<file path="config.mk">
export PLATFORM = sky130hd
export DESIGN_NAME = rgb565_rle_decoder_flat
export DESIGN_NICKNAME = d
export VERILOG_FILES = /design/src/hdl/rrd_pkg.sv /design/src/hdl/rrd_ifs.sv /design/src/hdl/rgb565_rle_decoder.sv /design/src/hdl/rrd_front.sv /design/src/hdl/rrd_queue.sv /design/src/hdl/rrd_back.sv /design/src/flat_wrapper.sv
export SDC_FILE = /design/constraint.sdc
export NUM_CORES = 1
export LEC_CHECK = 0
export BUFFER_PORTS_ARGS = -buffer_cell sky130_fd_sc_hd__buf_2
export CELL_PAD_IN_SITES_DETAIL_PLACEMENT = 1
export CELL_PAD_IN_SITES_GLOBAL_PLACEMENT = 1
export CORE_ASPECT_RATIO = 1.25
export CORE_MARGIN = 4
export CORE_UTILIZATION = 35
export CTS_BUF_LIST = sky130_fd_sc_hd__clkbuf_8
export CTS_CLUSTER_DIAMETER = 40
export DETAILED_ROUTE_END_ITERATION = 6
export MAX_ROUTING_LAYER = met4
export PLACE_DENSITY_LB_ADDON = 0.1
export SLEW_MARGIN = 20
export SYNTH_ARGS = -nofsm -noshare
export SYNTH_HDL_FRONTEND = slang
export SYNTH_SLANG_ARGS = --single-unit
</file>
<file path="constraint.sdc">
create_clock -name clk -period 5 [get_ports clk]
set_input_delay 0.25 -clock clk [delete_from_list [all_inputs] [get_ports clk]]
set_output_delay 0.25 -clock clk [all_outputs]
set_load 0.005 [all_outputs]
</file>
<file path="src/hdl/rrd_pkg.sv">
// Package for the RGB565 run-length decoder: phases, status codes, queue entry type.
`default_nettype none
package rrd_pkg;

	// Parser phases: four header bytes, control byte, pixel bytes, final states
	typedef enum logic [3:0] {
		PH_HDR0,
		PH_HDR1,
		PH_HDR2,
		PH_HDR3,
		PH_CTL,
		PH_RLO,
		PH_RHI,
		PH_LLO,
		PH_LHI,
		PH_DONE,
		PH_EMPTY,
		PH_OVERCAP,
		PH_OVERRUN,
		PH_TRUNC
	} phase_t;

	// Status codes on the result channel
	localparam logic [2:0] ST_RUNNING  = 3'd0;
	localparam logic [2:0] ST_DONE     = 3'd1;
	localparam logic [2:0] ST_EMPTY    = 3'd2;
	localparam logic [2:0] ST_OVERCAP  = 3'd3;
	localparam logic [2:0] ST_OVERRUN  = 3'd4;
	localparam logic [2:0] ST_TRUNC    = 3'd5;

	localparam int          CAP_W         = 25;
	localparam logic [24:0] CAP_RESET     = 25'd76800;
	localparam int          RUN_FLAG_BIT  = 7;
	localparam logic [6:0]  RUN_LEN_MASK  = 7'h7F;
	localparam int          QUEUE_DEPTH_DEF = 4;

	// One entry per input byte: a pixel repeated npix times (0 = status only)
	typedef struct packed {
		logic [15:0] pix;
		logic [7:0]  npix;
		logic [2:0]  status;
	} cmd_t;

	function automatic logic [2:0] status_of(input phase_t ph);
		logic [2:0] st;
		case (ph)
			PH_DONE:    st = ST_DONE;
			PH_EMPTY:   st = ST_EMPTY;
			PH_OVERCAP: st = ST_OVERCAP;
			PH_OVERRUN: st = ST_OVERRUN;
			PH_TRUNC:   st = ST_TRUNC;
			default:    st = ST_RUNNING;
		endcase
		return st;
	endfunction

endpackage
`default_nettype wire

</file>
<file path="src/hdl/rrd_ifs.sv">
// Channel interfaces of the decoder: byte input, pixel result output, capacity write.
`default_nettype none
interface rrd_in_if;
	logic       valid;
	logic       ready;
	logic [7:0] data_byte;
	logic       end_of_input;
	modport source (output valid, output data_byte, output end_of_input, input ready);
	modport sink (input valid, input data_byte, input end_of_input, output ready);
endinterface

interface rrd_out_if;
	logic        valid;
	logic        ready;
	logic [15:0] first_pixel;
	logic [15:0] second_pixel;
	logic [1:0]  num_pixels;
	logic [2:0]  status;
	logic        last_of_run;
	modport source (output valid, output first_pixel, output second_pixel,
		output num_pixels, output status, output last_of_run, input ready);
	modport sink (input valid, input first_pixel, input second_pixel,
		input num_pixels, input status, input last_of_run, output ready);
endinterface

interface rrd_cfg_if;
	logic        valid;
	logic        ready;
	logic [24:0] max_pixels;
	modport source (output valid, output max_pixels, input ready);
	modport sink (input valid, input max_pixels, output ready);
endinterface
`default_nettype wire

</file>
<file path="src/hdl/rgb565_rle_decoder.sv">
// Top level of the RGB565 run-length decoder: parser, entry queue and pixel emitter.
//
// Usage: in_ch takes the compressed stream one byte per request, end_of_input
// marking the final byte. The stream opens with a 4-byte little-endian pixel
// count, then control bytes (bit 7 = repeat, bits 6..0 = length - 1) and their
// little-endian pixels. out_ch delivers one result per request: up to two
// pixels, the stream status and a flag on the last result of each byte.
// cfg writes the pixel capacity, always ready; the user must write it while idle, the block does not check.
// Path: a byte passes the entry queue, the working entry and the output register.
// Throughput: the parser takes one byte per cycle while the entry queue has
// room; while out_ch is ready the emitter sends one result per cycle, so a
// repeat run of L pixels holds the emitter for ceil(L/2) results and the
// queue absorbs the bytes meanwhile. A queue entry is loaded into the emitter
// in the cycle its predecessor finishes, so literal data flows at one byte per cycle.
// Reset: parser returns to the first header byte, queue and output empty,
// capacity back to 76800. When out_ch stalls, the output register holds its
// result, the queue fills and in_ch drops ready.
`default_nettype none
module rgb565_rle_decoder
	import rrd_pkg::*;
#(
	parameter int QUEUE_DEPTH = QUEUE_DEPTH_DEF
) (
	input  wire logic  clk,
	input  wire logic  arst_n,
	rrd_in_if.sink     in_ch,
	rrd_out_if.source  out_ch,
	rrd_cfg_if.sink    cfg
);

	cmd_t push_cmd, pop_cmd;
	logic push, pop, full, not_empty;

	rrd_front u_front (
		.clk    (clk),
		.arst_n (arst_n),
		.in_ch  (in_ch),
		.cfg    (cfg),
		.q_full (full),
		.q_push (push),
		.q_cmd  (push_cmd)
	);

	rrd_queue #(
		.DEPTH (QUEUE_DEPTH)
	) u_queue (
		.clk       (clk),
		.arst_n    (arst_n),
		.push      (push),
		.push_cmd  (push_cmd),
		.full      (full),
		.pop       (pop),
		.pop_cmd   (pop_cmd),
		.not_empty (not_empty)
	);

	rrd_back u_back (
		.clk     (clk),
		.arst_n  (arst_n),
		.q_valid (not_empty),
		.q_cmd   (pop_cmd),
		.q_pop   (pop),
		.out_ch  (out_ch)
	);

endmodule
`default_nettype wire

</file>
<file path="src/hdl/rrd_front.sv">
// Front end: byte parser that turns each input byte into one queue entry.
`default_nettype none
module rrd_front
	import rrd_pkg::*;
(
	input  wire logic  clk,
	input  wire logic  arst_n,
	rrd_in_if.sink     in_ch,
	rrd_cfg_if.sink    cfg,
	input  wire logic  q_full,
	output logic       q_push,
	output cmd_t       q_cmd
);

	phase_t         phase_q, phase_n;
	logic [31:0]    total_q, total_n;
	logic [CAP_W-1:0] done_q, done_n;
	logic [7:0]     run_q, run_n;
	logic [7:0]     lat_q, lat_n;
	logic [CAP_W-1:0] cap_q;
	logic [7:0]     run_len;
	logic [CAP_W:0] run_end;
	logic [7:0]     b;

	assign b = in_ch.data_byte;
	assign in_ch.ready = !q_full;
	assign q_push = in_ch.valid && !q_full;
	assign cfg.ready = 1'b1;

	// capacity register
	always_ff @(posedge clk or negedge arst_n) begin
		if (!arst_n) begin
			cap_q <= CAP_RESET;
		end else if (cfg.valid) begin
			cap_q <= cfg.max_pixels;
		end
	end

	assign run_len = {1'b0, b[6:0] & RUN_LEN_MASK} + 8'd1;
	assign run_end = {1'b0, done_q} + {{(CAP_W-7){1'b0}}, run_len};

	// parse one byte
	always_comb begin
		phase_n = phase_q;
		total_n = total_q;
		done_n  = done_q;
		run_n   = run_q;
		lat_n   = lat_q;
		q_cmd.pix  = 16'd0;
		q_cmd.npix = 8'd0;
		case (phase_q)
			PH_HDR0: begin
				total_n[7:0] = b;
				phase_n = PH_HDR1;
			end
			PH_HDR1: begin
				total_n[15:8] = b;
				phase_n = PH_HDR2;
			end
			PH_HDR2: begin
				total_n[23:16] = b;
				phase_n = PH_HDR3;
			end
			PH_HDR3: begin
				total_n[31:24] = b;
				if (total_n == 32'd0) begin
					phase_n = PH_EMPTY;
				end else if (total_n > {{(32-CAP_W){1'b0}}, cap_q}) begin
					phase_n = PH_OVERCAP;
				end else begin
					phase_n = PH_CTL;
				end
			end
			PH_CTL: begin
				run_n = run_len;
				if ({{(31-CAP_W){1'b0}}, run_end} > total_q) begin
					phase_n = PH_OVERRUN;
				end else if (b[RUN_FLAG_BIT]) begin
					phase_n = PH_RLO;
				end else begin
					phase_n = PH_LLO;
				end
			end
			PH_RLO: begin
				lat_n = b;
				phase_n = PH_RHI;
			end
			PH_RHI: begin
				q_cmd.pix  = {b, lat_q};
				q_cmd.npix = run_q;
				done_n = done_q + {{(CAP_W-8){1'b0}}, run_q};
				run_n  = 8'd0;
				phase_n = ({{(32-CAP_W){1'b0}}, done_n} == total_q) ? PH_DONE : PH_CTL;
			end
			PH_LLO: begin
				lat_n = b;
				phase_n = PH_LHI;
			end
			PH_LHI: begin
				q_cmd.pix  = {b, lat_q};
				q_cmd.npix = 8'd1;
				done_n = done_q + {{(CAP_W-1){1'b0}}, 1'b1};
				run_n  = run_q - 8'd1;
				if (run_n != 8'd0) begin
					phase_n = PH_LLO;
				end else begin
					phase_n = ({{(32-CAP_W){1'b0}}, done_n} == total_q) ? PH_DONE : PH_CTL;
				end
			end
			default: begin
			end
		endcase
		// stream ended before a final status
		if (in_ch.end_of_input && status_of(phase_n) == ST_RUNNING) begin
			phase_n = PH_TRUNC;
		end
		q_cmd.status = status_of(phase_n);
	end

	// parser state; end of stream returns to the header
	always_ff @(posedge clk or negedge arst_n) begin
		if (!arst_n) begin
			phase_q <= PH_HDR0;
			total_q <= 32'd0;
			done_q  <= '0;
			run_q   <= 8'd0;
			lat_q   <= 8'd0;
		end else if (q_push) begin
			if (in_ch.end_of_input) begin
				phase_q <= PH_HDR0;
				total_q <= 32'd0;
				done_q  <= '0;
				run_q   <= 8'd0;
				lat_q   <= 8'd0;
			end else begin
				phase_q <= phase_n;
				total_q <= total_n;
				done_q  <= done_n;
				run_q   <= run_n;
				lat_q   <= lat_n;
			end
		end
	end

endmodule
`default_nettype wire

</file>
<file path="src/hdl/rrd_queue.sv">
// Small FIFO of parsed entries between the parser and the pixel emitter.
`default_nettype none
module rrd_queue
	import rrd_pkg::*;
#(
	parameter int DEPTH = QUEUE_DEPTH_DEF
) (
	input  wire logic  clk,
	input  wire logic  arst_n,
	input  wire logic  push,
	input  wire cmd_t  push_cmd,
	output logic       full,
	input  wire logic  pop,
	output cmd_t       pop_cmd,
	output logic       not_empty
);

	localparam int PW = (DEPTH > 1) ? $clog2(DEPTH) : 1;
	localparam int CW = $clog2(DEPTH + 1);
	localparam logic [PW-1:0] LAST = PW'(DEPTH - 1);
	localparam logic [CW-1:0] FULL_CNT = CW'(DEPTH);

	cmd_t          mem_q [DEPTH];
	logic [PW-1:0] wr_q, rd_q;
	logic [CW-1:0] cnt_q;

	assign full = (cnt_q == FULL_CNT);
	assign not_empty = (cnt_q != '0);
	assign pop_cmd = mem_q[rd_q];

	// storage
	always_ff @(posedge clk) begin
		if (push) begin
			mem_q[wr_q] <= push_cmd;
		end
	end

	// pointers and fill count
	always_ff @(posedge clk or negedge arst_n) begin
		if (!arst_n) begin
			wr_q  <= '0;
			rd_q  <= '0;
			cnt_q <= '0;
		end else begin
			if (push) begin
				wr_q <= (wr_q == LAST) ? '0 : wr_q + PW'(1);
			end
			if (pop) begin
				rd_q <= (rd_q == LAST) ? '0 : rd_q + PW'(1);
			end
			if (push && !pop) begin
				cnt_q <= cnt_q + CW'(1);
			end else if (pop && !push) begin
				cnt_q <= cnt_q - CW'(1);
			end
		end
	end

endmodule
`default_nettype wire

</file>
<file path="src/hdl/rrd_back.sv">
// Back end: expands queue entries into pixel-pair results behind an output register.
`default_nettype none
module rrd_back
	import rrd_pkg::*;
(
	input  wire logic  clk,
	input  wire logic  arst_n,
	input  wire logic  q_valid,
	input  wire cmd_t  q_cmd,
	output logic       q_pop,
	rrd_out_if.source  out_ch
);

	logic        busy_q;
	logic [7:0]  rem_q, rem_n;
	logic [15:0] pix_q;
	logic [2:0]  status_q;
	logic [1:0]  cnt;
	logic        load_ok, emit, fin;

	logic        valid_q;
	logic [15:0] first_q, second_q;
	logic [1:0]  count_q;
	logic [2:0]  ostat_q;
	logic        last_q;

	assign load_ok = !valid_q || out_ch.ready;
	assign emit = busy_q && load_ok;

	// split remaining pixels into pairs
	always_comb begin
		cnt   = 2'd0;
		rem_n = rem_q;
		if (rem_q >= 8'd2) begin
			cnt   = 2'd2;
			rem_n = rem_q - 8'd2;
		end else if (rem_q == 8'd1) begin
			cnt   = 2'd1;
			rem_n = 8'd0;
		end
	end

	assign fin = emit && (rem_n == 8'd0);
	assign q_pop = q_valid && (!busy_q || fin);

	// working entry
	always_ff @(posedge clk or negedge arst_n) begin
		if (!arst_n) begin
			busy_q <= 1'b0;
			rem_q  <= 8'd0;
		end else if (q_pop) begin
			busy_q <= 1'b1;
			rem_q  <= q_cmd.npix;
		end else if (fin) begin
			busy_q <= 1'b0;
			rem_q  <= 8'd0;
		end else if (emit) begin
			rem_q <= rem_n;
		end
	end

	always_ff @(posedge clk) begin
		if (q_pop) begin
			pix_q    <= q_cmd.pix;
			status_q <= q_cmd.status;
		end
	end

	// output register
	always_ff @(posedge clk or negedge arst_n) begin
		if (!arst_n) begin
			valid_q <= 1'b0;
		end else if (emit) begin
			valid_q <= 1'b1;
		end else if (out_ch.ready) begin
			valid_q <= 1'b0;
		end
	end

	always_ff @(posedge clk) begin
		if (emit) begin
			first_q  <= (cnt != 2'd0) ? pix_q : 16'd0;
			second_q <= (cnt == 2'd2) ? pix_q : 16'd0;
			count_q  <= cnt;
			ostat_q  <= status_q;
			last_q   <= (rem_n == 8'd0);
		end
	end

	assign out_ch.valid        = valid_q;
	assign out_ch.first_pixel  = first_q;
	assign out_ch.second_pixel = second_q;
	assign out_ch.num_pixels   = count_q;
	assign out_ch.status       = ostat_q;
	assign out_ch.last_of_run  = last_q;

endmodule
`default_nettype wire
</file>
<file path="src/flat_wrapper.sv">
// flat-port wrapper written by rule: the top's interface ports become plain ports
module rgb565_rle_decoder_flat import rrd_pkg::*;
#(
	parameter int QUEUE_DEPTH = QUEUE_DEPTH_DEF
)
  (clk, arst_n, in_ch_valid, in_ch_data_byte, in_ch_end_of_input, in_ch_ready, out_ch_valid, out_ch_first_pixel, out_ch_second_pixel, out_ch_num_pixels, out_ch_status, out_ch_last_of_run, out_ch_ready, cfg_valid, cfg_max_pixels, cfg_ready);
  rrd_in_if in_ch_i ();
  rrd_out_if out_ch_i ();
  rrd_cfg_if cfg_i ();
  input  wire logic clk;
  input  wire logic arst_n;
  input wire logic [$bits(in_ch_i.valid)-1:0] in_ch_valid;
  input wire logic [$bits(in_ch_i.data_byte)-1:0] in_ch_data_byte;
  input wire logic [$bits(in_ch_i.end_of_input)-1:0] in_ch_end_of_input;
  output wire logic [$bits(in_ch_i.ready)-1:0] in_ch_ready;
  output wire logic [$bits(out_ch_i.valid)-1:0] out_ch_valid;
  output wire logic [$bits(out_ch_i.first_pixel)-1:0] out_ch_first_pixel;
  output wire logic [$bits(out_ch_i.second_pixel)-1:0] out_ch_second_pixel;
  output wire logic [$bits(out_ch_i.num_pixels)-1:0] out_ch_num_pixels;
  output wire logic [$bits(out_ch_i.status)-1:0] out_ch_status;
  output wire logic [$bits(out_ch_i.last_of_run)-1:0] out_ch_last_of_run;
  input wire logic [$bits(out_ch_i.ready)-1:0] out_ch_ready;
  input wire logic [$bits(cfg_i.valid)-1:0] cfg_valid;
  input wire logic [$bits(cfg_i.max_pixels)-1:0] cfg_max_pixels;
  output wire logic [$bits(cfg_i.ready)-1:0] cfg_ready;
  assign in_ch_i.valid = in_ch_valid;
  assign in_ch_i.data_byte = in_ch_data_byte;
  assign in_ch_i.end_of_input = in_ch_end_of_input;
  assign in_ch_ready = in_ch_i.ready;
  assign out_ch_valid = out_ch_i.valid;
  assign out_ch_first_pixel = out_ch_i.first_pixel;
  assign out_ch_second_pixel = out_ch_i.second_pixel;
  assign out_ch_num_pixels = out_ch_i.num_pixels;
  assign out_ch_status = out_ch_i.status;
  assign out_ch_last_of_run = out_ch_i.last_of_run;
  assign out_ch_i.ready = out_ch_ready;
  assign cfg_i.valid = cfg_valid;
  assign cfg_i.max_pixels = cfg_max_pixels;
  assign cfg_ready = cfg_i.ready;
  rgb565_rle_decoder #(.QUEUE_DEPTH(QUEUE_DEPTH)) u_core (.clk(clk), .arst_n(arst_n), .in_ch(in_ch_i), .out_ch(out_ch_i), .cfg(cfg_i));
endmodule
</file>
Yosys cells after proc, flatten, opt, wreduce, memory -nomap -nowiden --
Memory sizes are Yosys's and may differ from the RTL's. Index checks and enable logic that the tools add are counted.
Cells by class: $add $sub $neg 10, order comparisons 3, eq/ne operators 25, reductions and logical operators 40, mux-type cells 41
Operators by type and width (count):
- $mux W8 | 12
- $eq A25 B32 Y1 | 2
- $pmux W25 S2 | 1
- $pmux W24 S2 | 1
- $eq A4 B4 Y1 const B | 11
- $pmux W4 S9 | 1
- $gt A26 B32 Y1 | 1
- $gt A32 B25 Y1 | 1
- $logic_not A32 Y1 | 1
- $mux W32 | 1
- $mux W4 | 8
- $pmux W3 S5 | 2
- $add A25 B8 Y26 | 1
- $add A25 B1 Y25 const B | 1
- $add A25 B8 Y25 | 1
- $mux W25 | 1
- $pmux W8 S3 | 1
- $reduce_bool A2 Y1 | 9
- $eq A4 B3 Y1 const B | 4
- $reduce_and A2 Y1 | 7
- $reduce_bool A3 Y1 | 3
- $add A7 B1 Y8 const B | 1
- $eq A4 B2 Y1 const B | 2
- $eq A8 B1 Y1 const B | 1
- other kinds (21) | 45
Word-level totals: logic and storage cells 142, flip-flop bits (word level) 176, memories 1, bits in writable memories 108
Memories:
- u_core.u_queue.mem_q | depth 4, bits a word 27, rd ports 1, clocked after memory_dff 0, wr ports 1, RTL line rrd_queue.sv:23 | cmd_t mem_q [DEPTH];

Logic depth before layout (Yosys ltp) --
Gate-level depths: netlist of run 1.
word-level depth 12, depth in mapped cells 25

Cells and area by module --
From an unflattened synthesis of run 1, not the netlist that was laid out.
Second synthesis, totals: cell total of the unflattened synthesis 1481, area, all modules 15989.1 um^2
By module, submodules not included:
- rrd_front | times used 1, sequential area each 2557.5 um^2, area an instance 8994.9 um^2, cells each 1139
- rrd_queue | times used 1, sequential area each 3418.3 um^2, area an instance 4322.9 um^2, cells each 178
- rrd_back | times used 1, sequential area each 1961.9 um^2, area an instance 2671.3 um^2, cells each 164

Worst setup path after synthesis of run 1 --
Ideal clock, no wire load.
path kind input to register, from input in_ch_data_byte[0], to memory u_core.u_queue.mem_q[0][2] (netlist name), data pin, buffers on the path 1, path slack 0.061 ns, arrival 4.672 ns, stages on the path 25, data required time 4.734 ns, path through inv_1 > ha_1 > fa_1 > a21o_1 > a21oi_1 > nor2b_1 > o21ai_0 > nand2b_1 > a21o_1 > a21oi_1 > or2_2 > clkbuf_1 > nor2_1 > xor2_1 > ha_1 > nand4_1 > nor4_1 > a21bo_2 > a31oi_1 > o22ai_1 > o21ai_0 > a22oi_1 > o21ai_1 > o211ai_1 > a32o_1
RTL lines:
- start: declaration | RTL line flat_wrapper.sv:13 | input wire logic [$bits(in_ch_i.data_byte)-1:0] in_ch_data_byte;
- end: declaration | RTL line rrd_queue.sv:23

==> flow_summary.rst, run 1 <==
.. list-table::
   :header-rows: 1

   * - Metric
     - Value
   * - Inst Count DP
     - 2113
   * - Fraction of synthesized cell area taken by the top area cell type
     - 31.6%
   * - Status
     - finished clean
   * - Minimum clock period
     - 4750 ps
   * - Average wire per standard cell
     - 22.1 um
   * - Overall die area
     - 48300 um2
   * - Final period utilization
     - 94.9%
   * - Synthesized net count
     - 1586
   * - Critical path buffer and inverter count
     - 0
   * - Global routing usage summed across all routing layers
     - 21.2%
   * - Share of synthesized cell area in and, or, nand and nor gates
     - 16.2%
   * - Worst Slack Setup Final
     - 254 ps
   * - Final Routed Wirelength
     - 49500 um
   * - Maximum single-stage delay on the critical path
     - 410 ps
   * - Worst setup path category
     - flip-flop to flip-flop
   * - Global-route wire length before repair
     - 76900 um
   * - Hold Path Stages
     - 3
   * - Via-per-instance ratio
     - 5.38
   * - Max-slew violation count
     - 0
   * - Synthesized instance count
     - 1464
   * - Count of H-tree levels built during CTS
     - 2
   * - Minimum hold slack
     - 66.9 ps
   * - Core Box Area
     - 44200 um2
   * - Number of non-filler instances in the completed layout
     - 2246
   * - Source of the worst register-to-register timing path
     - u_core.u_front.done_q[0]
   * - Critical path's slowest cell
     - sky130_fd_sc_hd__nor4_2
   * - Number of vias after detailed routing
     - 12.1k
   * - Clock insertion delay at the later pin of the skew report
     - 660 ps
   * - Final antenna-violating net count
     - 0
   * - Detailed Routing Iterations Pass 1
     - 5
   * - Crit start category
     - flip-flop
   * - Buffer levels on the longest clock path
     - 3
   * - Arrival time worst endpoint
     - 5120 ps
   * - Synth top area cells
     - sky130_fd_sc_hd__edfxtp_1 32%, sky130_fd_sc_hd__dfrtp_1 18%, sky130_fd_sc_hd__ha_1 6.4%
   * - Type of destination of the critical path
     - flip-flop
   * - Clock-pin transition on the worst setup and hold timing paths
     - 60 ps
   * - Max IR drop VDD
     - 243 uV
   * - Starting density of the core
     - 35.5%
   * - Total setup violations reported at the end of the flow
     - 0
   * - Worst slew slack as a fraction of its limit
     - 34.1%
   * - Post-route cell area
     - 18600 um2
   * - P&R area growth vs syn
     - 18.7%
   * - I/O pin cnt
     - 80
   * - Die boundary width
     - 197 um
   * - Dominant synthesized flop cell
     - sky130_fd_sc_hd__edfxtp_1
   * - Clock Tree Root
     - sky130_fd_sc_hd__clkbuf_8
   * - Setup slack at placement
     - -498 ps
   * - Final Hold Viols
     - 0
   * - Post-DP Area
     - 17100 um2
   * - Maximum operating frequency
     - 0.211 GHz
   * - Family with the most delay on the worst path
     - compound AO/OA/AOI/OAI gates
   * - Leakage power
     - 0.00766 uW
   * - Portion of the post-synthesis area used by sequential elements
     - 50.6%
   * - Net count of the finished layout
     - 1750
   * - Maximum number of pins on one net before global-route repair
     - 52
   * - Beginning of the critical path
     - u_core.u_front.done_q[0]
   * - Final weighted congestion in routability-driven placement
     - 0.898
   * - Post-synthesis mux area share
     - 4.55%
   * - Synth warnings
     - 0
   * - Xor and xnor area share after synthesis
     - 4.83%
   * - Initial DRC count
     - 558
   * - Worst hold path startpoint
     - in_ch_data_byte[0]
   * - Max-cap check violation count
     - 0
   * - Data required time at the worst endpoint
     - 5380 ps
   * - Sum of internal, switching and leakage power
     - 8650 uW
   * - Compound-Gate Fraction of Synth Area
     - 12.9%
   * - CTS Buf Count
     - 53
   * - Largest family of logic cells by synthesized area
     - simple AND/OR/NAND/NOR gates
   * - Cell row count
     - 86
   * - Number of global-route vias before repair
     - 12.9k
   * - Worst Clk Skew
     - 31.8 ps
   * - Number of antenna violations at the first check in global routing
     - 0
   * - Flip-flop and latch count after synthesis
     - 284
   * - Post-synthesis adder-cell area fraction
     - 6.76%
   * - Fraction of layout instances using a drive strength above 1
     - 19.4%
   * - Reg2Reg Depth
     - 23
   * - Critical path fanouts, max
     - 5
   * - Netlist area before placement
     - 15700 um2
   * - Number of enable flip-flop cells after synthesis
     - 165
   * - Class of the tightest hold or removal check
     - input pin to flip-flop
   * - Count of input and output buffers
     - 78
   * - Slew @ Worst Pin
     - 982 ps
   * - Number of distinct library cells after synthesis
     - 81
   * - Overflow after GRT
     - 0
   * - Cell Chain, Critical Path
     - ha_2 > fa_2 > a21o_1 > a21oi_2 > nor2b_1 > o21ai_1 > nand2b_1 > a21o_1 > a21oi_2 > or2_4 > nor2_1 > xor2_1 > ha_1 > nand4_1 > nor4_2 > a21bo_2 > a31oi_2 > o22ai_2 > o21ai_2 > a22oi_2 > o21ai_2 > o211ai_1 > a32o_1
   * - Async set-or-reset flop fraction in the synthesized netlist
     - 41.9%
   * - Sum of net half-perimeters after detailed placement
     - 36700 um
   * - Setup slack of the most critical reg-to-reg path
     - 250 ps
   * - Critical path depth
     - 23
   * - Mean area per synthesized cell
     - 10.7 um2
   * - Clock tree from TritonCTS
     - yes
   * - Post-synth top area cell
     - sky130_fd_sc_hd__edfxtp_1
   * - Clock Sinks
     - 284
   * - Die height
     - 245 um
   * - DR DRC count
     - 0
   * - Pwr dens
     - 464 nW/um2
cell type report:
| class | instances | area [um2] |
|---|---|---|
| Sequential cell | 284 | 7940 |
| Antenna cell | 1 | 2.50 |
| Timing Repair Buffer | 186 | 1270 |
| Clock inverter | 42 | 370 |
| Clock buffer | 58 | 798 |
| Inverter | 82 | 308 |
| Multi-Input combinational cell | 1021 | 7220 |
| Tap cell | 572 | 716 |
| Fill cell | 4867 | 25600 |
per-layer routing:
| layer | global-route usage [%] | routed length (um) | vias up | share of wire (%) |
|---|---|---|---|---|
| met5 | - | 0 | - | 0 |
| met4 | 8.49 | 2030 | 0 | 4.1 |
| met3 | 3.17 | 1810 | 109 | 3.7 |
| met2 | 36.4 | 25300 | 259 | 51 |
| met1 | 24.9 | 20400 | 6023 | 41 |
| li1 | - | - | 5697 | - |
sequential cells by signal (all words and copies together) (netlist names), 3 cells and up:
register	count
u_core.u_queue.mem_q	108
u_core.u_front.total_q	32
u_core.u_front.cap_q	25
u_core.u_front.done_q	25
u_core.u_back.out_ch.first_pixel	16
u_core.u_back.out_ch.second_pixel	16
u_core.u_back.pix_q	16
u_core.u_back.rem_q	8
u_core.u_front.lat_q	8
u_core.u_front.run_q	8
u_core.u_front.phase_q	4
u_core.u_back.out_ch.status	3
u_core.u_back.status_q	3
u_core.u_queue.cnt_q	3
cell families after synthesis:
logic type / Yosys count
mux: 37
simple gates: 481
compound gates: 334
other cells: 1
buf+inv: 159
fa+ha+maj: 83
flops: 284
xor+xnor: 85
final timing paths:
path	endpoint
max	u_core.u_queue.mem_q[3][2]
min	u_core.u_front.run_q[0]
max reg2reg	u_core.u_queue.mem_q[3][2]
min reg2reg	u_core.u_back.out_ch.status[1]
max in group asynchronous	u_core.u_front.cap_q[11]
min in group asynchronous	u_core.u_front.run_q[1]
worst reg2reg max path, stage by stage (launching register included):
cell	delay (ps)
sky130_fd_sc_hd__dfrtp_1	380
sky130_fd_sc_hd__ha_2	190
sky130_fd_sc_hd__fa_2	350
sky130_fd_sc_hd__a21o_1	170
sky130_fd_sc_hd__a21oi_2	140
sky130_fd_sc_hd__nor2b_1	60
sky130_fd_sc_hd__o21ai_1	110
sky130_fd_sc_hd__nand2b_1	90
sky130_fd_sc_hd__a21o_1	200
sky130_fd_sc_hd__a21oi_2	170
sky130_fd_sc_hd__or2_4	160
sky130_fd_sc_hd__nor2_1	50
sky130_fd_sc_hd__xor2_1	150
sky130_fd_sc_hd__ha_1	330
sky130_fd_sc_hd__nand4_1	160
sky130_fd_sc_hd__nor4_2	410
sky130_fd_sc_hd__a21bo_2	270
sky130_fd_sc_hd__a31oi_2	170
sky130_fd_sc_hd__o22ai_2	150
sky130_fd_sc_hd__o21ai_2	150
sky130_fd_sc_hd__a22oi_2	100
sky130_fd_sc_hd__o21ai_2	120
sky130_fd_sc_hd__o211ai_1	130
sky130_fd_sc_hd__a32o_1	260
where the power goes:
part | total, uW | internal (uW) | leakage (uW) | switching [uW]
sequential | 3430 | 2960 | 0.00307 | 469
combinational | 2770 | 1140 | 0.00392 | 1630
clock | 2450 | 1400 | 0.000662 | 1050
total | 8650 | 5500 | 0.00766 | 3150
cell usage in the layout (no fill, tap or decap), drive strengths merged, types with 29 or more instances in the layout:
cell    netlist  routed
a21oi        80      80
buf          34     159
clkbuf       43      58
dfrtp       115     115
edfxtp      165     165
ha           80      80
inv          81     101
nand2       152     152
nand3        29      29
nand4        38      38
nor2         76      76
nor2b        39      39
nor3         34      34
nor4         30      30
o21ai       145     145
xnor2        51      51
xor2         33      33
cells in the mapped netlist (all sizes together) (16+ instances only):
master    n
edfxtp  165
o21ai   145
nor3     34
nor2     76
nor2b    39
xor2     33
nand2   152
a21oi    80
dfrtp   115
xnor2    51
buf      34
nor4     30
clkbuf   43
mux4     27
and3     17
and2     22
a31oi    16
inv      81
ha       80
nand4    38
nand3    29
what timing repair did:
item,4_1_cts,5_1_grt
pin swaps,1,11
endpoints found under the setup margin,13,14
hold buffers,27,0
gates resized for setup,4,15
hold endpoints to repair,74,0
buffers inserted,0,5
through the flow:
step / utilization (%) / TNS (ps)
6_report: 42.1 / 0
5_1_grt: 42.1 / -760
4_1_cts: 41.9 / 0
3_5_place_dp: 38.6 / -5930
2_1_floorplan: - / 0
3_3_place_gp: 38.6 / -4380
Note: power is estimated with default switching activity, not from simulation.
==> inputs of run 2 (changes only) <==
Settings changed: SYNTH_HIERARCHICAL set to 1.
==> flow_summary.rst, run 2 <==
.. list-table::
   :header-rows: 1

   * - Metric
     - Value
   * - Status
     - finished clean (unchanged)
   * - Synth warnings
     - 6 (was 0)
   * - Most frequent standard cell in the layout excluding fill and tap cells
     - sky130_fd_sc_hd__edfxtp_1 (unchanged)
   * - Via-per-instance ratio
     - 5.42 (was 5.38)
   * - Commonest non-fill, non-tap cells in the layout
     - 165 x sky130_fd_sc_hd__edfxtp_1, 148 x sky130_fd_sc_hd__nand2_1, 126 x sky130_fd_sc_hd__o21ai_0 (was 165 x sky130_fd_sc_hd__edfxtp_1, 152 x sky130_fd_sc_hd__nand2_1, 133 x sky130_fd_sc_hd__o21ai_0)
   * - Die boundary width
     - 199 um (was 197 um)
   * - Max FFs per register
     - 108 (unchanged)
   * - Starting density of the core
     - 35.4% (was 35.5%)
   * - Cell row count
     - 87 (was 86)
   * - Critical path fanouts, max
     - 4 (was 5)
   * - Overflow after GRT
     - 0 (unchanged)
   * - Setup slack of the most critical reg-to-reg path
     - 150 ps (was 250 ps)
   * - Minimum clock period
     - 4850 ps (was 4750 ps)
   * - Core Box Area
     - 45200 um2 (was 44200 um2)
   * - Clock Sinks
     - 284 (unchanged)
   * - Filler Cell Count
     - 4969 (was 4867)
   * - Post-DP Area
     - 17600 um2 (was 17100 um2)
   * - Number of global-route vias before repair
     - 13.5k (was 12.9k)
   * - Type of destination of the critical path
     - flip-flop (unchanged)
   * - DR DRC count
     - 0 (unchanged)
   * - Overall die area
     - 49200 um2 (was 48300 um2)
   * - Fraction of layout instances using a drive strength above 1
     - 22.5% (was 19.4%)
   * - Count of input and output buffers
     - 78 (unchanged)
   * - Clock-pin transition on the worst setup and hold timing paths
     - 60 ps (about the same)
   * - Dominant synthesized flop cell
     - sky130_fd_sc_hd__edfxtp_1 (unchanged)
   * - Class of the tightest hold or removal check
     - input pin to flip-flop (unchanged)
   * - Synth top area cells
     - sky130_fd_sc_hd__edfxtp_1 31%, sky130_fd_sc_hd__dfrtp_1 18%, sky130_fd_sc_hd__ha_1 6.3% (was sky130_fd_sc_hd__edfxtp_1 32%, sky130_fd_sc_hd__dfrtp_1 18%, sky130_fd_sc_hd__ha_1 6.4%)
   * - Most instantiated cells after synthesis
     - 165 x sky130_fd_sc_hd__edfxtp_1, 150 x sky130_fd_sc_hd__nand2_1, 130 x sky130_fd_sc_hd__o21ai_0 (was 165 x sky130_fd_sc_hd__edfxtp_1, 152 x sky130_fd_sc_hd__nand2_1, 135 x sky130_fd_sc_hd__o21ai_0)
   * - Final antenna-violating net count
     - 0 (unchanged)
   * - Count of H-tree levels built during CTS
     - 2 (unchanged)
   * - Worst setup path category
     - flip-flop to flip-flop (unchanged)
   * - Leakage power
     - 0.00797 uW (was 0.00766 uW)
   * - Clock insertion delay at the later pin of the skew report
     - 640 ps (was 660 ps)
   * - Synthesized net count
     - 1603 (was 1586)
   * - Detailed Routing Iterations Pass 1
     - 5 (unchanged)
   * - Maximum number of pins on one net before global-route repair
     - 53 (was 52)
   * - Final weighted congestion in routability-driven placement
     - 0.961 (was 0.898)
   * - Netlist area before placement
     - 16000 um2 (was 15700 um2)
   * - Buffer levels on the longest clock path
     - 3 (unchanged)
   * - Number of distinct library cells after synthesis
     - 98 (was 81)
   * - Most flop-heavy register
     - u_core/u_queue/mem_q (was u_core.u_queue.mem_q)
   * - Net count of the finished layout
     - 1811 (was 1750)
   * - Fraction of synthesized cell area taken by the top area cell type
     - 31.0% (was 31.6%)
   * - Max-cap check violation count
     - 0 (unchanged)
   * - Data required time at the worst endpoint
     - 5370 ps (was 5380 ps)
   * - Global-route wire length before repair
     - 81200 um (was 76900 um)
   * - Mean area per synthesized cell
     - 10.8 um2 (was 10.7 um2)
   * - Worst Clk Skew
     - 32.5 ps (was 31.8 ps)
   * - Final Routed Wirelength
     - 51700 um (was 49500 um)
   * - Average wire per standard cell
     - 22.3 um (was 22.1 um)
   * - Maximum operating frequency
     - 0.206 GHz (was 0.211 GHz)
   * - Arrival time worst endpoint
     - 5220 ps (was 5120 ps)
   * - Slew @ Worst Pin
     - 978 ps (was 982 ps)
   * - Total setup violations reported at the end of the flow
     - 0 (unchanged)
   * - Largest registers in the final layout
     - u_core/u_queue/mem_q x108, u_core/u_front/total_q x32 (was u_core.u_queue.mem_q x108, u_core.u_front.total_q x32)
   * - P&R area growth vs syn
     - 20.5% (was 18.7%)
   * - Clock Tree Root
     - sky130_fd_sc_hd__clkbuf_8 (unchanged)
   * - Flip-flop and latch count after synthesis
     - 284 (unchanged)
   * - Post-route cell area
     - 19300 um2 (was 18600 um2)
   * - Worst slew slack as a fraction of its limit
     - 34.8% (was 34.1%)
   * - Max-slew violation count
     - 0 (unchanged)
   * - ANT cells
     - 0 (was 1)
   * - CTS Buf Count
     - 53 (unchanged)
   * - Portion of the post-synthesis area used by sequential elements
     - 49.6% (was 50.6%)
   * - Die height
     - 247 um (was 245 um)
   * - Max IR drop VDD
     - 180 uV (was 243 uV)
   * - Clock tree from TritonCTS
     - yes (unchanged)
   * - Final period utilization
     - 97.1% (was 94.9%)
   * - Post-synth top area cell
     - sky130_fd_sc_hd__edfxtp_1 (unchanged)
   * - Number of antenna violations at the first check in global routing
     - 0 (unchanged)
   * - Async set-or-reset flop fraction in the synthesized netlist
     - 41.9% (unchanged)
   * - Minimum hold slack
     - 98.4 ps (was 66.9 ps)
   * - Sum of net half-perimeters after detailed placement
     - 39000 um (was 36700 um)
   * - Initial DRC count
     - 678 (was 558)
   * - I/O pin cnt
     - 80 (unchanged)
   * - End-of-flow core utilization
     - 42.7% (was 42.1%)
   * - Synthesized instance count
     - 1481 (was 1464)
   * - Number of enable flip-flop cells after synthesis
     - 165 (unchanged)
   * - RSZ-0062 raised after global routing
     - true
   * - Number of vias after detailed routing
     - 12.5k (was 12.1k)
   * - Global routing usage summed across all routing layers
     - 21.9% (was 21.2%)
   * - Area of the multi-input gates
     - 7660 um2 (was 7220 um2)
   * - Count leader, synth
     - sky130_fd_sc_hd__edfxtp_1 (unchanged)
   * - Pwr dens
     - 504 nW/um2 (was 464 nW/um2)
   * - Final Hold Viols
     - 0 (unchanged)
   * - Storage cell area
     - 7940 um2 (about the same)
   * - Crit start category
     - flip-flop (unchanged)
run 2: cell count changes in the layout (fill, tap and decap cells not counted), sizes merged, moves of 7 or more:
cell / previous run / this run
a211oi: 3 / 11
nand2b: 5 / 17
buf: 159 / 199
nand4: 38 / 25
and2: 22 / 31
o31ai: 12 / 19
xor2: 33 / 42
nand3: 29 / 46
nor4: 30 / 20
o21ai: 145 / 137
a21oi: 80 / 51
or3: 10 / 3
run 2: cell families after synthesis:
family                   after synthesis  synth area share, %
AO/OA/AOI/OAI                        338                 13.7
adder cells (fa/ha/maj)               83                 6.64
XOR/XNOR                              91                 5.20
AND/OR/NAND/NOR                      495                 16.3
flip-flops                           284                 49.6
multiplexers                          36                 4.44
buffers and inverters                153                 4.07
other                                  1               0.0235
run 2: path summary, 6_finish.rpt:
kind / to / depth (start not counted) / from
max: u_core/u_queue/mem_q[2][2] / 25 / u_core/u_front/done_q[0]
max in group asynchronous: u_core/u_front/cap_q[9] / 3 / arst_n
min in group asynchronous: u_core/u_back/out_ch.valid / 2 / arst_n
min: u_core/u_front/phase_q[0] / 3 / in_ch_valid
max reg2reg: u_core/u_queue/mem_q[2][2] / 25 / u_core/u_front/done_q[0]
min reg2reg: u_core/u_back/out_ch.status[1] / 0 / u_core/u_back/status_q[1]
run 2: power breakdown:
group | total, uW | switching, uW | leakage, uW | internal [uW]
sequential | 3580 | 523 | 0.00308 | 3060
clock | 2240 | 1040 | 0.000603 | 1200
combinational | 3880 | 2230 | 0.00429 | 1650
run 2: timing repair:
action / CTS / global route
hold buffers: 27 / 0
setup endpoints to repair: 9 / 10
resized for setup: 14 / 37
pin swaps: 5 / 36
hold endpoints to repair: 69 / 0
setup buffers: 1 / 8
run 2: routing by layer:
metal,share of wire [%],wire (um),global-route usage [%]
met4,4.1,2090,7.57
met5,0,0,-
met3,3.3,1710,3.00
met2,53,27300,39.4
met1,40,20500,25.1
run 2: cell type report:
cell class / instances / area share [%]
Sequential cell: 284 / 41.2
Clock inverter: 45 / 1.61
Multi-Input combinational cell: 1044 / 39.7
Tap cell: 578 / 3.75
Inverter: 80 / 1.56
Timing Repair Buffer: 226 / 8.21
Clock buffer: 55 / 3.93
run 2: critical path, stage by stage (launching register included):
cell	delay (ps)
sky130_fd_sc_hd__dfrtp_1	420
sky130_fd_sc_hd__ha_2	220
sky130_fd_sc_hd__fa_2	400
sky130_fd_sc_hd__a21oi_2	140
sky130_fd_sc_hd__nor2_1	50
sky130_fd_sc_hd__nor2_1	140
sky130_fd_sc_hd__nor2b_1	70
sky130_fd_sc_hd__o21ai_1	150
sky130_fd_sc_hd__nand2b_1	90
sky130_fd_sc_hd__a21o_1	190
sky130_fd_sc_hd__a21o_1	260
sky130_fd_sc_hd__nand2_2	120
sky130_fd_sc_hd__xnor2_2	70
sky130_fd_sc_hd__ha_1	320
sky130_fd_sc_hd__nand3_2	130
sky130_fd_sc_hd__buf_6	120
sky130_fd_sc_hd__nor3_2	30
sky130_fd_sc_hd__a221o_1	380
sky130_fd_sc_hd__o31ai_4	220
sky130_fd_sc_hd__a21oi_4	110
sky130_fd_sc_hd__buf_6	130
sky130_fd_sc_hd__a31oi_1	150
sky130_fd_sc_hd__o21bai_1	110
sky130_fd_sc_hd__or2_1	270
sky130_fd_sc_hd__a21oi_2	160
sky130_fd_sc_hd__o21ai_2	100
run 2: metrics by stage:
step	worst slack, ps	total power [uW]	TNS [ps]	std cells
finish	147	9700	0	2312
global route	-80.4	10400	-510	2312
CTS	13.9	9710	0	2306
detailed placement	-686	7330	-5860	2178
global placement	-527	7230	-4430	2178
floorplan	105	5900	0	1481
==> inputs of run 3 (changes only) <==
Settings changed: ABC_AREA set to 1.
==> flow_summary.rst, run 3 <==
.. list-table::
   :header-rows: 1

   * - Metric
     - Value
   * - Status
     - finished clean (unchanged)
   * - Family with the most delay on the worst path
     - simple AND/OR/NAND/NOR gates (was compound AO/OA/AOI/OAI gates)
   * - CTS Buf Count
     - 54 (was 53)
   * - Netlist area before placement
     - 16900 um2 (was 16000 um2)
   * - RSZ-0062 raised after global routing
     - false (was true)
   * - Global routing usage summed across all routing layers
     - 22.1% (was 21.9%)
   * - Fraction of synthesized cell area taken by the top area cell type
     - 29.4% (was 31.0%)
   * - Core Box Area
     - 47400 um2 (was 45200 um2)
   * - Max-cap check violation count
     - 0 (unchanged)
   * - Starting density of the core
     - 35.5% (was 35.4%)
   * - Max FFs per register
     - 108 (unchanged)
   * - Final weighted congestion in routability-driven placement
     - 0.942 (was 0.961)
   * - Max-slew violation count
     - 0 (unchanged)
   * - Maximum number of pins on one net before global-route repair
     - 89 (was 53)
   * - Critical path fanouts, max
     - 7 (was 4)
   * - Async set-or-reset flop fraction in the synthesized netlist
     - 41.9% (unchanged)
   * - Buffer levels on the longest clock path
     - 3 (unchanged)
   * - DR DRC count
     - 0 (unchanged)
   * - Flip-flop and latch count after synthesis
     - 284 (unchanged)
   * - Pwr dens
     - 479 nW/um2 (was 504 nW/um2)
   * - Final antenna-violating net count
     - 0 (unchanged)
   * - Via-per-instance ratio
     - 4.98 (was 5.42)
   * - Critical path buffer and inverter count
     - 1 (was 2)
   * - Cell occurring most often along the worst timing path
     - sky130_fd_sc_hd__nand2_1
   * - Die height
     - 253 um (was 247 um)
   * - Average wire per standard cell
     - 19.6 um (was 22.3 um)
   * - Synth top area cells
     - sky130_fd_sc_hd__edfxtp_1 29%, sky130_fd_sc_hd__dfrtp_1 17%, sky130_fd_sc_hd__nand2_1 13% (was sky130_fd_sc_hd__edfxtp_1 31%, sky130_fd_sc_hd__dfrtp_1 18%, sky130_fd_sc_hd__ha_1 6.3%)
   * - Max IR drop VDD
     - 257 uV (was 180 uV)
   * - Slew @ Worst Pin
     - 977 ps (was 978 ps)
   * - Worst Clk Skew
     - 24.1 ps (was 32.5 ps)
   * - Net count of the finished layout
     - 2263 (was 1811)
   * - Synthesized instance count
     - 2018 (was 1481)
   * - Dominant synthesized flop cell
     - sky130_fd_sc_hd__edfxtp_1 (unchanged)
   * - Synth warnings
     - 6 (unchanged)
   * - Largest registers in the final layout
     - u_core/u_queue/mem_q x108, u_core/u_front/total_q x32 (unchanged)
   * - Count of H-tree levels built during CTS
     - 2 (unchanged)
   * - Initial DRC count
     - 577 (was 678)
   * - Overflow after GRT
     - 0 (unchanged)
   * - Clock tree from TritonCTS
     - yes (unchanged)
   * - Minimum hold slack
     - 56.9 ps (was 98.4 ps)
   * - Maximum operating frequency
     - 0.223 GHz (was 0.206 GHz)
   * - Type of destination of the critical path
     - flip-flop (unchanged)
   * - Minimum clock period
     - 4470 ps (was 4850 ps)
   * - Filler Cell Count
     - 5790 (was 4969)
   * - Post-synth top area cell
     - sky130_fd_sc_hd__edfxtp_1 (unchanged)
   * - Total setup violations reported at the end of the flow
     - 0 (unchanged)
   * - Synthesized net count
     - 2140 (was 1603)
   * - Cell row count
     - 89 (was 87)
   * - Final Hold Viols
     - 0 (unchanged)
   * - Clock-pin transition on the worst setup and hold timing paths
     - 60 ps (about the same)
   * - Class of the tightest hold or removal check
     - input pin to flip-flop (unchanged)
   * - Count leader, synth
     - sky130_fd_sc_hd__nand2_1 (was sky130_fd_sc_hd__edfxtp_1)
   * - Leakage power
     - 0.00907 uW (was 0.00797 uW)
   * - Number of non-filler instances in the completed layout
     - 2825 (was 2312)
   * - Number of antenna violations at the first check in global routing
     - 1 (was 0)
   * - Most flop-heavy register
     - u_core/u_queue/mem_q (unchanged)
   * - P&R area growth vs syn
     - 14.8% (was 20.5%)
   * - Final Routed Wirelength
     - 55500 um (was 51700 um)
   * - Inst Count DP
     - 2695 (was 2178)
   * - Number of enable flip-flop cells after synthesis
     - 165 (unchanged)
   * - Critical path's slowest cell
     - sky130_fd_sc_hd__dfrtp_1 (unchanged)
   * - Fraction of layout instances using a drive strength above 1
     - 12.4% (was 22.5%)
   * - Data required time at the worst endpoint
     - 5360 ps (was 5370 ps)
   * - Clock insertion delay at the later pin of the skew report
     - 630 ps (was 640 ps)
   * - Die boundary width
     - 204 um (was 199 um)
   * - Commonest non-fill, non-tap cells in the layout
     - 566 x sky130_fd_sc_hd__nand2_1, 292 x sky130_fd_sc_hd__inv_1, 181 x sky130_fd_sc_hd__nor2_1 (was 165 x sky130_fd_sc_hd__edfxtp_1, 148 x sky130_fd_sc_hd__nand2_1, 126 x sky130_fd_sc_hd__o21ai_0)
   * - Crit start category
     - flip-flop (unchanged)
   * - Arrival time worst endpoint
     - 4840 ps (was 5220 ps)
   * - Most instantiated cells after synthesis
     - 566 x sky130_fd_sc_hd__nand2_1, 277 x sky130_fd_sc_hd__inv_1, 181 x sky130_fd_sc_hd__nor2_1 (was 165 x sky130_fd_sc_hd__edfxtp_1, 150 x sky130_fd_sc_hd__nand2_1, 130 x sky130_fd_sc_hd__o21ai_0)
   * - Worst slew slack as a fraction of its limit
     - 34.4% (was 34.8%)
   * - Sum of net half-perimeters after detailed placement
     - 42500 um (was 39000 um)
   * - Total negative slack
     - 0 ps (unchanged)
   * - End-of-flow core utilization
     - 40.8% (was 42.7%)
   * - Final period utilization
     - 89.5% (was 97.1%)
   * - Most frequent standard cell in the layout excluding fill and tap cells
     - sky130_fd_sc_hd__nand2_1 (was sky130_fd_sc_hd__edfxtp_1)
   * - Clock Sinks
     - 284 (unchanged)
   * - Count of input and output buffers
     - 78 (unchanged)
   * - Portion of the post-synthesis area used by sequential elements
     - 47.1% (was 49.6%)
   * - Resize count post-CTS
     - 0 (was 14)
   * - Maximum single-stage delay on the critical path
     - 460 ps (was 420 ps)
   * - Number of distinct library cells after synthesis
     - 55 (was 98)
   * - Mean area per synthesized cell
     - 8.35 um2 (was 10.8 um2)
   * - Global-route wire length before repair
     - 86100 um (was 81200 um)
   * - Worst setup path category
     - flip-flop to flip-flop (unchanged)
   * - Detailed Routing Iterations Pass 1
     - 5 (unchanged)
   * - Clock Tree Root
     - sky130_fd_sc_hd__clkbuf_8 (unchanged)
   * - Overall die area
     - 51700 um2 (was 49200 um2)
   * - I/O pin cnt
     - 80 (unchanged)
   * - Number of vias after detailed routing
     - 14.1k (was 12.5k)
   * - Number of global-route vias before repair
     - 14.7k (was 13.5k)
-- run 3: area by class of cell --
class	instances	area [um2]	area share (%)
flip-flops and latches	284	7940	41.0
multi-input cells	1389	7540	39.0
inverters	291	1090	5.65
clock buffers	66	908	4.70
well taps	637	797	4.12
repair buffers	121	787	4.07
clock inverters	36	275	1.42
diodes	1	2.50	0.0129
-- run 3: worst reg2reg max path: cells and delay by family, from the launching register on --
family	cells	cell delay [ps]
xor gates and xnor gates	1	150
AOI/OAI and AO/OA	4	670
buffers and inverters	1	70
adders and majority gates	2	710
DFF	1	460
and+or+nand+nor	20	2140
-- run 3: logic make-up after synthesis --
group / synth area share [%]
AOI/OAI and AO/OA: 9.85
xor gates and xnor gates: 2.82
adders and majority gates: 6.30
buffers and inverters: 8.22
DFF: 47.1
muxes: 0.0668
other: 0.0223
and+or+nand+nor: 25.6
-- run 3: worst paths after layout --
path / from / endpoint / slack, ps / depth (start not counted)
worst max-delay path: u_core/u_front/done_q[2] / u_core/u_queue/mem_q[2][0] / 530 / 28
worst min-delay path: in_ch_end_of_input / u_core/u_front/done_q[1] / 60 / 2
worst max register to register: u_core/u_front/done_q[2] / u_core/u_queue/mem_q[2][0] / 530 / 28
worst min register to register: u_core/u_back/status_q[0] / u_core/u_back/out_ch.status[0] / 420 / 0
max in group asynchronous: arst_n / u_core/u_front/run_q[2] / 3580 / 3
min in group asynchronous: arst_n / u_core/u_front/done_q[20] / 270 / 2
-- run 3: what timing repair did --
action | 4_1_cts | 5_1_grt
setup buffers | 0 | 0
setup endpoints to repair | 0 | 0
endpoints found under the hold margin | 109 | 0
hold buffers | 27 | 0
-- run 3: power breakdown --
group | total, uW | internal, uW | switching, uW
clock | 2440 | 1370 | 1060
sequential | 3520 | 3070 | 454
combinational | 3300 | 1100 | 2200
-- run 3: metal layers --
| layer | vias up | wire [um] | GRT usage [%] |
|---|---|---|---|
| met4 | 0 | 2040 | 7.77 |
| met3 | 81 | 1460 | 2.81 |
| met2 | 188 | 29800 | 40.9 |
| li1 | 6921 | - | - |
| met5 | - | 0 | - |
| met1 | 6887 | 22200 | 24.3 |
-- run 3: stage by stage --
stage / cell area [um2] / setup slack (ps) / power [uW]
after floorplan: 16900 / 1120 / 5740
after global routing: 19300 / 31.9 / 9980
after CTS: 19300 / 531 / 9440
final: 19300 / 526 / 9260
after detailed placement: 17900 / 32.8 / 6920
after global placement: 17900 / 211 / 6810
